**config.mk**
```make
export PLATFORM = sky130hd
export DESIGN_NAME = midpoint_circle_rasterizer
export DESIGN_NICKNAME = d
export VERILOG_FILES = /design/src/rtl/core/mcr_pkg.sv /design/src/rtl/core/mcr_stepper.sv /design/src/rtl/core/mcr_emitter.sv /design/src/rtl/core/midpoint_circle_rasterizer.sv
export SDC_FILE = /design/constraint.sdc
export NUM_CORES = 1
export LEC_CHECK = 0
export BUFFER_PORTS_ARGS = -buffer_cell sky130_fd_sc_hd__buf_2
export CAP_MARGIN = 40
export CORE_MARGIN = 1.5
export CORE_UTILIZATION = 40
export CTS_CLUSTER_SIZE = 12
export DETAILED_ROUTE_END_ITERATION = 8
export GPL_TIMING_DRIVEN = 0
export SETUP_SLACK_MARGIN = 0.05
export SLEW_MARGIN = 10
export SYNTH_ARGS = -nofsm -noshare
export SYNTH_HDL_FRONTEND = slang
export SYNTH_SLANG_ARGS = --single-unit
```
**constraint.sdc**
```tcl
create_clock -name clk -period 6.8 [get_ports clk]
set_clock_uncertainty 0.05 [all_clocks]
set_input_delay 1.02 -clock clk [delete_from_list [all_inputs] [get_ports clk]]
set_output_delay 1.02 -clock clk [all_outputs]
set_load 0.02 [all_outputs]
```
**src/rtl/core/mcr_pkg.sv**
```systemverilog
package mcr_pkg;

  localparam int COORD_BITS  = 10;
  localparam int RADIUS_BITS = 9;

  // Offsets are held signed so that a zero radius can step to y = -1.
  localparam int OFS_W  = RADIUS_BITS + 1;
  localparam int DEC_W  = RADIUS_BITS + 5;
  localparam int PT_W   = 12;
  localparam int CALC_W = COORD_BITS + OFS_W + 1;
  localparam int IDX_W  = 4;

  localparam logic [IDX_W-1:0] LAST_IDX = IDX_W'(15);

  localparam logic OP_START = 1'b0;
  localparam logic OP_STEP  = 1'b1;

  localparam logic [DEC_W-1:0] DEC_INIT   = DEC_W'(3);
  localparam logic [DEC_W-1:0] DEC_DIAG   = DEC_W'(10);
  localparam logic [DEC_W-1:0] DEC_STRAIT = DEC_W'(6);

  // Snapshot of one step: the two offset pairs to be mirrored, or a finished marker.
  typedef struct packed {
    logic                    done;
    logic [COORD_BITS-1:0]   cx;
    logic [COORD_BITS-1:0]   cy;
    logic signed [OFS_W-1:0] x0;
    logic signed [OFS_W-1:0] y0;
    logic signed [OFS_W-1:0] x1;
    logic signed [OFS_W-1:0] y1;
  } job_t;

endpackage

```
**src/rtl/core/mcr_stepper.sv**
```systemverilog
module mcr_stepper import mcr_pkg::*; (
  input  logic                   clk,
  input  logic                   rst,
  input  logic                   accept,
  input  logic                   opcode,
  input  logic [COORD_BITS-1:0]  center_x,
  input  logic [COORD_BITS-1:0]  center_y,
  input  logic [RADIUS_BITS-1:0] radius,
  output job_t                   job
);

  logic [COORD_BITS-1:0]   stored_cx;
  logic [COORD_BITS-1:0]   stored_cy;
  logic signed [OFS_W-1:0] offset_x;
  logic signed [OFS_W-1:0] offset_y;
  logic signed [DEC_W-1:0] decision;
  logic                    running;

  logic                    finished;
  logic signed [OFS_W-1:0] x_next;
  logic signed [OFS_W-1:0] y_next;
  logic signed [OFS_W:0]   diff;
  logic signed [DEC_W-1:0] decision_next;

  always_comb begin
    finished = !running || (offset_y < offset_x);
    x_next   = offset_x + OFS_W'(1);
    if (decision > 0) begin
      y_next        = offset_y - OFS_W'(1);
      diff          = (OFS_W + 1)'(x_next) - (OFS_W + 1)'(y_next);
      decision_next = decision + (DEC_W'(diff) <<< 2) + signed'(DEC_DIAG);
    end else begin
      y_next        = offset_y;
      diff          = '0;
      decision_next = decision + (DEC_W'(x_next) <<< 2) + signed'(DEC_STRAIT);
    end
  end

  assign job.done = finished;
  assign job.cx   = stored_cx;
  assign job.cy   = stored_cy;
  assign job.x0   = offset_x;
  assign job.y0   = offset_y;
  assign job.x1   = x_next;
  assign job.y1   = y_next;

  always_ff @(posedge clk) begin
    if (rst) begin
      stored_cx <= '0;
      stored_cy <= '0;
      offset_x  <= '0;
      offset_y  <= '0;
      decision  <= '0;
      running   <= 1'b0;
    end else if (accept) begin
      if (opcode == OP_START) begin
        stored_cx <= center_x;
        stored_cy <= center_y;
        offset_x  <= '0;
        offset_y  <= signed'(OFS_W'(radius));
        decision  <= signed'(DEC_INIT - (DEC_W'(radius) << 1));
        running   <= 1'b1;
      end else if (finished) begin
        running <= 1'b0;
      end else begin
        offset_x <= x_next;
        offset_y <= y_next;
        decision <= decision_next;
      end
    end
  end

endmodule

```
**src/rtl/core/mcr_emitter.sv**
```systemverilog
module mcr_emitter import mcr_pkg::*; (
  input  logic            clk,
  input  logic            rst,
  input  logic            job_load,
  input  job_t            job_in,
  output logic            busy,
  output logic            finishing,
  output logic            result_valid,
  input  logic            result_ready,
  output logic [PT_W-1:0] point_x,
  output logic [PT_W-1:0] point_y,
  output logic            last,
  output logic            done_res
);

  job_t             job;
  logic [IDX_W-1:0] idx;

  logic                     load_out;
  logic                     final_pt;
  logic signed [OFS_W-1:0]  a;
  logic signed [OFS_W-1:0]  b;
  logic signed [OFS_W-1:0]  u;
  logic signed [OFS_W-1:0]  v;
  logic signed [CALC_W-1:0] cxw;
  logic signed [CALC_W-1:0] cyw;
  logic signed [CALC_W-1:0] px;
  logic signed [CALC_W-1:0] py;

  always_comb begin
    load_out  = busy && (!result_valid || result_ready);
    final_pt  = job.done || (idx == LAST_IDX);
    finishing = load_out && final_pt;

    // The top index bit picks the pair before or after the move, the next one
    // swaps the roles of x and y, and the two low bits give the signs.
    a   = idx[3] ? job.x1 : job.x0;
    b   = idx[3] ? job.y1 : job.y0;
    u   = idx[2] ? b : a;
    v   = idx[2] ? a : b;
    cxw = signed'(CALC_W'(job.cx));
    cyw = signed'(CALC_W'(job.cy));
    px  = idx[0] ? cxw - CALC_W'(u) : cxw + CALC_W'(u);
    py  = idx[1] ? cyw - CALC_W'(v) : cyw + CALC_W'(v);
  end

  always_ff @(posedge clk) begin
    if (rst) begin
      busy <= 1'b0;
      idx  <= '0;
    end else if (job_load) begin
      busy <= 1'b1;
      idx  <= '0;
    end else if (finishing) begin
      busy <= 1'b0;
    end else if (load_out) begin
      idx <= idx + IDX_W'(1);
    end
  end

  always_ff @(posedge clk) begin
    if (job_load) begin
      job <= job_in;
    end
  end

  always_ff @(posedge clk) begin
    if (rst) begin
      result_valid <= 1'b0;
    end else if (load_out) begin
      result_valid <= 1'b1;
    end else if (result_ready) begin
      result_valid <= 1'b0;
    end
  end

  always_ff @(posedge clk) begin
    if (load_out) begin
      point_x  <= job.done ? '0 : px[PT_W-1:0];
      point_y  <= job.done ? '0 : py[PT_W-1:0];
      last     <= final_pt;
      done_res <= job.done;
    end
  end

endmodule

```
**src/rtl/core/midpoint_circle_rasterizer.sv**
```systemverilog
// Midpoint circle rasterizer.
// Items arrive on the item channel (item_valid / item_ready) carrying an opcode
// and, for a start, the centre and radius. A start transaction loads a new
// circle and produces no result; it is taken at any time, even while points of
// an earlier step are still being sent. A step transaction produces sixteen
// points, the eight mirrored points before and after one move of the offsets,
// with last set on the sixteenth; once the circle is finished a step produces a
// single result with done_res and last set and zero coordinates.
// Results leave on the result channel (result_valid / result_ready) from an
// output register, one per cycle while result_ready is high. The emitter copies
// the job when it takes the step transaction, and the first result of the step
// is registered from that copy. A step gives sixteen results, one for a
// finished circle, counted by the per-point counter of the emitter; the next
// step is taken in the cycle the last point is loaded.
// A stall on the result channel holds the result and the point counter; while a
// step is still being emitted, the item channel takes only start transactions.
// Synchronous reset clears the circle state to idle and empties the emitter.
module midpoint_circle_rasterizer import mcr_pkg::*; (
  input  logic                   clk,
  input  logic                   rst,
  input  logic                   item_valid,
  output logic                   item_ready,
  input  logic                   opcode,
  input  logic [COORD_BITS-1:0]  center_x,
  input  logic [COORD_BITS-1:0]  center_y,
  input  logic [RADIUS_BITS-1:0] radius,
  output logic                   result_valid,
  input  logic                   result_ready,
  output logic [PT_W-1:0]        point_x,
  output logic [PT_W-1:0]        point_y,
  output logic                   last,
  output logic                   done_res
);

  job_t job;
  logic accept;
  logic busy;
  logic finishing;

  assign item_ready = !busy || finishing || (opcode == OP_START);
  assign accept     = item_valid && item_ready;

  mcr_stepper u_stepper (
    .clk      (clk),
    .rst      (rst),
    .accept   (accept),
    .opcode   (opcode),
    .center_x (center_x),
    .center_y (center_y),
    .radius   (radius),
    .job      (job)
  );

  mcr_emitter u_emitter (
    .clk          (clk),
    .rst          (rst),
    .job_load     (accept && (opcode == OP_STEP)),
    .job_in       (job),
    .busy         (busy),
    .finishing    (finishing),
    .result_valid (result_valid),
    .result_ready (result_ready),
    .point_x      (point_x),
    .point_y      (point_y),
    .last         (last),
    .done_res     (done_res)
  );

endmodule

```
==> results.md <==
- Max_slew headroom: 0.356
- Area delta synth->final: 14.2%
- Switching pwr: 1040 uW
- Core area: 23300 sq um
- Kind of critical path: reg2reg
- GR Overflow Total: 0
- Slew Viols, Final: 0
- Top-count cell post-synth: nand2_1
- Buffers on Ports: 61
- Antenna fix cells: 0
- Clock power frac: 0.315
- Routed WL per cell: 16.7 microns
- Die X-Extent: 157 microns
- Sw frac: 0.341
- Number of synthesized flops with an enable pin: 87
- DP Cell Count: 1362
- Cells taking the most area after synthesis: edfxtp_1 (28%), dfxtp_1 (13%), ha_1 (11%)
- Share of Yosys cell area claimed by the top area cell type: 0.276
- Worst Hold Class: reg2reg
- CTS resizes: 0
- Number of global-route vias before repair: 7153
- First-pass GRT wire length: 37000 microns
- Initial antenna violation count: 0
- Layout cells sized above 1: 0.125
- Initial core utilization: 0.405
- RSZ-0062 raised after global routing: false
- Commonest cells post-synth: nand2_1 (104), nor2_1 (102), edfxtp_1 (87)
- Achievable clock frequency: 0.183 GHz
- Clock Path Buffers: 2
- H-tree depth: 4
- Seq pwr share: 0.353
- Synth warn: 0
- Async set or reset register ratio after synthesis: 0
- Leading area contributor after synthesis: edfxtp_1
- CTS tree: yes
- FILL cells: 2265
- I/O pin count: 62
- Via count: 7337
- Sequential share of the synthesized area: 0.405
- Setup crit start kind: flip-flop
- Crit path required time: 7.04 ns
- Final Util: 0.463
- CTS root buf: clkbuf_16
- Router iterations before antenna repair: 5
- CTS Sinks: 148
- Total GRT Usage: 0.197
- Synth Register Bits: 148
- Initial DRC Count: 458
- Largest net degree at the start of global routing: 40
- Postcts setup bufs: 0
- Worst-margin pin slew: 0.967 ns
- Final Hold Fails: 0
- Drt drc: 0
- Clock latency at the later pin of the worst-skew pair: 0.43 ns
- Site row count: 56
- Via density: 5.26
- Post-synth net total: 1103
- Predominant post-synthesis flop cell: edfxtp_1
- Final Instance Count excl. Fillers: 1394
- MaxCap Viol Count: 0
- Final setup viols: 0
- Crit end category: flip-flop
- Post-Syn Area: 9460 sq um
- Post-synth cell types: 60
- TritonCTS Buffers: 17
- Clk slew on worst S/H paths: 0.07 ns
- Fin nets: 1186
- Worst VDD drop: 0.000129 V
- Status: finished clean
- Detail Route Antenna Nets: 0
- WP data arrival: 5.72 ns
- TNS Setup: 0 ns
- Cts hold-fix bufs: 0
- Post-Route WL: 23200 microns
- Gate power share: 0.332
- Fin crit share: 0.806
- Power Dens Cells: 282 nW/um^2
- Fin crit period: 5.48 ns
- Final HPWL DP: 18000 microns
- Crit-path max FO: 10
- Die Y: 157 microns
- Leakage: 0.00433 uW
- GPL Wtd Cong: 0.921
- Int Pwr: 2010 uW
- Gate count of the mapped netlist: 979
- Full die area: 24600 sq um
- Mean Syn Cell Area: 9.66 sq um
[cell type report]
| class | count | area, sq um | area share |
|---|---|---|---|
| flip-flops and latches | 148 | 3830 | 0.355 |
| multi-input cells | 738 | 5260 | 0.487 |
| inverters | 55 | 206 | 0.0191 |
| clock buffers | 17 | 425 | 0.0394 |
| clock inverters | 15 | 169 | 0.0156 |
| plain buffers | 38 | 161 | 0.0149 |
| well taps | 319 | 399 | 0.0370 |
| repair buffers | 64 | 348 | 0.0322 |
[metal layers]
layer / GRT usage / part of all wire
met5: 0 / 0
met4: 0.0776 / 0.024
met3: 0.0291 / 0.048
met2: 0.334 / 0.47
met1: 0.251 / 0.46
[placed cells by master, fill, tap and decap left out, types with 10 or more instances in the layout]
cell	instances
inv_1	54
nand3_1	14
ha_1	85
a21o_1	16
buf_2	64
o21ai_0	37
mux4_2	20
dfxtp_1	61
nor3_1	27
edfxtp_1	87
nand2b_1	12
a21oi_1	82
xor2_1	22
mux2i_1	10
nor2_1	102
xnor2_1	63
clkbuf_1	32
clkbuf_16	17
o211ai_1	16
nor2b_1	15
a31oi_1	10
nand2_1	104
[registers in the layout, summed over array words and instances (netlist names), 4 cells and up]
name                 flops
u_emitter.cxw           10
u_emitter.cyw           10
u_emitter.point_y       12
u_stepper.decision      14
u_stepper.stored_cx     10
u_emitter.idx            4
u_stepper.offset_y      10
u_emitter.point_x       12
u_emitter.job           41
u_stepper.stored_cy     10
u_stepper.offset_x      10
[worst max-delay path: stages, from the launching register on]
cell and delay [ns]:
dfxtp_1 0.56, ha_1 0.31, nand3_1 0.30, xnor2_1 0.60
ha_1 0.29, inv_1 0.05, o21a_1 0.20, a2111oi_1 0.63
nor2_1 0.20, xnor2_1 0.23, ha_1 0.27, ha_1 0.36
and3_1 0.20, a311o_1 0.38, a21o_1 0.19, a21oi_1 0.18
xnor2_1 0.08, a21oi_1 0.18, o22ai_1 0.08
[per-stage QoR]
stage	instance area [sq um]	setup WS (ns)	hold slack, ns	power [uW]
floorplan	9460	2.32	0.353	1850
global placement	10200	1.46	0.359	2080
detailed placement	10200	1.44	0.359	2100
CTS	10800	1.40	0.371	3060
global route	10800	1.12	0.381	3230
finish	10800	1.32	0.373	3050
[path summary, 6_finish.rpt]
path	start	to	slack, ns	cells past startpoint
hold / removal	u_stepper.offset_x[4]$_SDFFE_PP0P_	u_emitter.job[34]$_DFFE_PP_	0.37	0
setup / recovery	u_stepper.offset_x[0]$_SDFFE_PP0P_	u_stepper.decision[13]$_SDFFE_PP0P_	1.32	18
setup reg to reg	u_stepper.offset_x[0]$_SDFFE_PP0P_	u_stepper.decision[13]$_SDFFE_PP0P_	1.32	18
hold reg to reg	u_stepper.offset_x[4]$_SDFFE_PP0P_	u_emitter.job[34]$_DFFE_PP_	0.37	0
[power groups by stage]
stage,clock network (uW),logic [uW],registers (uW)
floorplan,0,766,1090
global route,1010,1140,1090
CTS,970,1010,1080
detailed placement,0,1000,1100
global placement,0,982,1090
finish,958,1010,1080
[logic make-up after synthesis]
group / count (synthesis) / share of synthesized area
AND/OR/NAND/NOR: 317 / 0.152
AO/OA/AOI/OAI: 214 / 0.142
flip-flops: 148 / 0.405
buffers and inverters: 93 / 0.0389
adder cells (fa/ha/maj): 92 / 0.125
XOR/XNOR: 85 / 0.0787
multiplexers: 30 / 0.0582
Note: power is estimated with default switching activity, not from simulation.
